$ cat config.mk
export PLATFORM = sky130hd
export DESIGN_NAME = pfa_cfg_regs
export DESIGN_NICKNAME = d
export VERILOG_FILES = /design/src/sv/pfa_pkg.sv /design/src/sv/pfa_cfg_regs.sv
export SDC_FILE = /design/constraint.sdc
export NUM_CORES = 1
export LEC_CHECK = 0
export BUFFER_PORTS_ARGS = -buffer_cell sky130_fd_sc_hd__buf_4
export CORE_ASPECT_RATIO = 1.75
export CORE_MARGIN = 5
export CORE_UTILIZATION = 35
export DETAILED_ROUTE_END_ITERATION = 7
export PLACE_DENSITY = 0.69
export SYNTH_ARGS = -nofsm -noshare
export SYNTH_HDL_FRONTEND = slang
export SYNTH_SLANG_ARGS = --single-unit
$ cat constraint.sdc
create_clock -name clk -period 2.5 [get_ports clk]
set_input_delay 0.5 -clock clk [delete_from_list [all_inputs] [get_ports clk]]
set_output_delay 0.5 -clock clk [all_outputs]
set_load 0.01 [all_outputs]
$ cat src/sv/pfa_pkg.sv
// ----------------------------------------------------------------------------
// pfa_pkg
// Shared types, field widths and codes for the page frame allocator.
// ----------------------------------------------------------------------------
package pfa_pkg;

    localparam int OP_W     = 3;
    localparam int PAGE_W   = 14;
    localparam int COUNT_W  = 16;
    localparam int STATUS_W = 3;
    localparam int CFG_W    = 15;

    typedef logic [OP_W-1:0]     op_t;
    typedef logic [PAGE_W-1:0]   page_t;
    typedef logic [COUNT_W-1:0]  count_t;
    typedef logic [STATUS_W-1:0] status_t;

    localparam op_t OP_INIT   = 3'd0;
    localparam op_t OP_ALLOC  = 3'd1;
    localparam op_t OP_FREE   = 3'd2;
    localparam op_t OP_INCREF = 3'd3;
    localparam op_t OP_DECREF = 3'd4;

    localparam status_t ST_OK     = 3'd0;
    localparam status_t ST_NOFREE = 3'd1;
    localparam status_t ST_RANGE  = 3'd2;
    localparam status_t ST_NOINIT = 3'd3;
    localparam status_t ST_COUNT  = 3'd4;

    localparam logic [CFG_W-1:0] TOTAL_PAGES_RESET    = 15'd16384;
    localparam logic [CFG_W-1:0] RESERVED_PAGES_RESET = 15'd0;

    localparam count_t COUNT_MAX = 16'hFFFF;

    // register indexes on the configuration port
    localparam logic REG_TOTAL_PAGES    = 1'b0;
    localparam logic REG_RESERVED_PAGES = 1'b1;

    typedef struct packed {
        logic [CFG_W-1:0] total_pages;
        logic [CFG_W-1:0] reserved_pages;
    } cfg_t;

    // one entry of the per-page memory
    typedef struct packed {
        count_t count;
        logic   on_free;
    } page_entry_t;

endpackage

$ cat src/sv/pfa_cfg_regs.sv
// ----------------------------------------------------------------------------
// pfa_cfg_regs
// APB-style register file holding total_pages and reserved_pages.
// ----------------------------------------------------------------------------
module pfa_cfg_regs (
    input  logic                clk,
    input  logic                rst_n,
    input  logic                psel,
    input  logic                penable,
    input  logic                pwrite,
    input  logic [2:0]          paddr,
    input  logic [31:0]         pwdata,
    output logic [31:0]         prdata,
    output logic                pready,
    output pfa_pkg::cfg_t       cfg
);
    import pfa_pkg::*;

    logic [CFG_W-1:0] total_reg;
    logic [CFG_W-1:0] total_next;
    logic [CFG_W-1:0] reserved_reg;
    logic [CFG_W-1:0] reserved_next;
    logic             wr_en;

    assign pready = 1'b1;
    assign wr_en  = psel & penable & pwrite;

    always_comb
    begin
        total_next    = total_reg;
        reserved_next = reserved_reg;
        if (wr_en)
        begin
            unique case (paddr[2])
                REG_TOTAL_PAGES:    total_next    = pwdata[CFG_W-1:0];
                REG_RESERVED_PAGES: reserved_next = pwdata[CFG_W-1:0];
                default:            ;
            endcase
        end
    end

    always_ff @(posedge clk or negedge rst_n)
    begin
        if (!rst_n)
        begin
            total_reg    <= TOTAL_PAGES_RESET;
            reserved_reg <= RESERVED_PAGES_RESET;
        end
        else
        begin
            total_reg    <= total_next;
            reserved_reg <= reserved_next;
        end
    end

    always_comb
    begin
        unique case (paddr[2])
            REG_TOTAL_PAGES:    prdata = {{(32-CFG_W){1'b0}}, total_reg};
            REG_RESERVED_PAGES: prdata = {{(32-CFG_W){1'b0}}, reserved_reg};
            default:            prdata = '0;
        endcase
    end

    assign cfg.total_pages    = total_reg;
    assign cfg.reserved_pages = reserved_reg;

endmodule

==> metrics.csv <==
metric,value,unit
status,"finished, final reports clean",
finalMaxSlewViolations,0,
setup_viol,0,
synth_seq_area_share,49.4,%
antenna_cells,0,
p_seq_share,40.7,%
synth.largest_area_cell,dfrtp_1,
ys_ff_latch,30,
nets,207,
start_util,36.4,%
p_leak,0.00105,uW
synth_most_common_cell,mux2_2,
clock-root-buffer,clkbuf_8,
synth_top_cell_area_share,47.7,%
rrSetupSlack,1.72,ns
critical_path_arrival,1.27,ns
max_cap_viol_count,0,
synthMuxAreaShare,35.7,%
dp_cells,209,
cts_buffer_depth,2,
postRouteAntennaNets,0,
fin_ws,0.727,ns
synth_top_family_by_area,multiplexers,
finish.utilization,48.9,%
synth.cell_area,1520,um^2
stdcell_count,217,
synth_cell_types,10,
syn_inst,101,
synth_xor_area_share,0,%
critical_path_class,in2out,
syn2layout_area_growth,34.6,%
ir_drop,496,uV
ios,103,
place_ws,0.711,ns
synth-compound-area-share,0,%
switching_share,29.2,%
grt_pass1_vias,1062,
hold_violations,0,
cts_resized,0,
synth_common_cells,"35 x mux2_2, 29 x dfrtp_1, 18 x buf_4",
fmax,564,MHz
fillers,400,
hp-class,in2async,
io_buffers,65,
globalRouteOverflowTotal,0,
cellPowerDensity,816,nW/um^2
drtIter0Drc,23,
yosysWarnings,0,
synthAdderAreaFrac,0,%
grt_pass1_wl,5470,um
p_int,1180,uW
vias_per_cell,4.56,
synthSimpleGateAreaFrac,2.96,%
place_congestion,0.623,
clk_pin_slew,0.06,ns
antenna_found_initial,0,
async_flop_share,100,%
dp_hpwl,2640,um
p_switching,488,uW
cts_buffers,5,
avgSynthCellArea,15.1,um^2
hold_slack,0.150,ns
die_area,5820,um^2
yosys-top-cells-area,"dfrtp_1 48%, mux2_2 26%, mux2_4 9.9%",
htree_levels,2,
min_period,1.77,ns
die_w,59.9,um
drt-total-wl,3510,um
postCtsHoldBufs,0,
r2r_cells,1,
core,4190,um^2
end_kind,primary output,
drc_errors,0,
post-route-period-util,70.9,%
grt_usage,12.5,%
r2r-start,total_reg[4],
cts_tree,built,
crit_path_end,prdata[1],
combPwrFrac,35.9,%
clk-insertion-delay-late,0.27,ns
worstSetupStartpoint,paddr[2],
rsz0062_at_grt,no,
skew,0,ns
clkPwrFrac,23.4,%
cp.required,2.00,ns
vias,989,
critPathLaunchType,primary input,
dieHeight,97.3,um
worstReg2RegEnd,total_reg[4],
synth_edf_count,0,
dr.pass1.iters,2,
drive_gt1_share,71.4,%
cp_max_fo,17,
setup_tns,0,ns
rows,31,
grt_max_degree,31,
post_cts_buffers,0,
cts.sinks,30,
post_drt_wl_per_cell,16.2,um
ys.flop_type,dfrtp_1,
[cells by family after synthesis]
| kind of cell | count (synthesis) |
|---|---|
| buf+inv | 22 |
| mux | 45 |
| other cells | 2 |
| simple gates | 2 |
| flops | 30 |
[worst max-delay path, cell delays in order]
cell    delay, ns
buf_4        0.25
mux2_2       0.38
buf_4        0.14
[power groups by stage]
stage | clock network (uW) | logic, uW | registers [uW]
floorplan | 0 | 257 | 722
global placement | 0 | 605 | 676
detailed placement | 0 | 613 | 689
CTS | 415 | 614 | 681
global route | 434 | 644 | 694
finish | 391 | 601 | 680
[worst min path at each step]
stage / cells after the start / slack [ns] / endpoint
2_1_floorplan: 0 / 0.20 / reserved_reg[0]
3_3_place_gp: 1 / 0.44 / total_reg[1]
3_5_place_dp: 1 / 0.46 / total_reg[1]
4_1_cts: 1 / 0.15 / total_reg[12]
5_1_grt: 1 / 0.17 / total_reg[12]
6_report: 1 / 0.15 / total_reg[1]
[layout by cell type (no fill, tap or decap)]
| cell | count |
|---|---|
| clkinv_2 | 1 |
| mux2_4 | 10 |
| clkbuf_1 | 1 |
| mux2_2 | 35 |
| dfrtp_1 | 29 |
| buf_4 | 65 |
| nand4b_4 | 1 |
| dfstp_2 | 1 |
| conb_1 | 18 |
| clkbuf_8 | 6 |
| nand4_4 | 1 |
[cell type report]
class	count	area, um^2	share of cell area (%)
sequential	30	752	36.7
multi-input combinational	65	657	32.1
timing repair buffer	65	488	23.8
clock buffer	7	86.3	4.21
tap	49	61.3	2.99
clock inverter	1	5.00	0.244
[metrics by stage]
step / cell area [um^2] / power (uW)
after floorplan: 1580 / 980
after global placement: 1960 / 1280
after detailed placement: 1960 / 1300
after CTS: 2050 / 1710
after global routing: 2050 / 1770
final: 2050 / 1670
[layer usage]
metal,global-route usage (%),vias to the layer above,share of wire [%]
li1,-,446,-
met1,12.1,500,34
met2,23.3,41,58
met3,3.46,2,7.7
met4,5.12,0,0.91
met5,0,-,0
No activity file was read; power rests on OpenSTA's default activity.
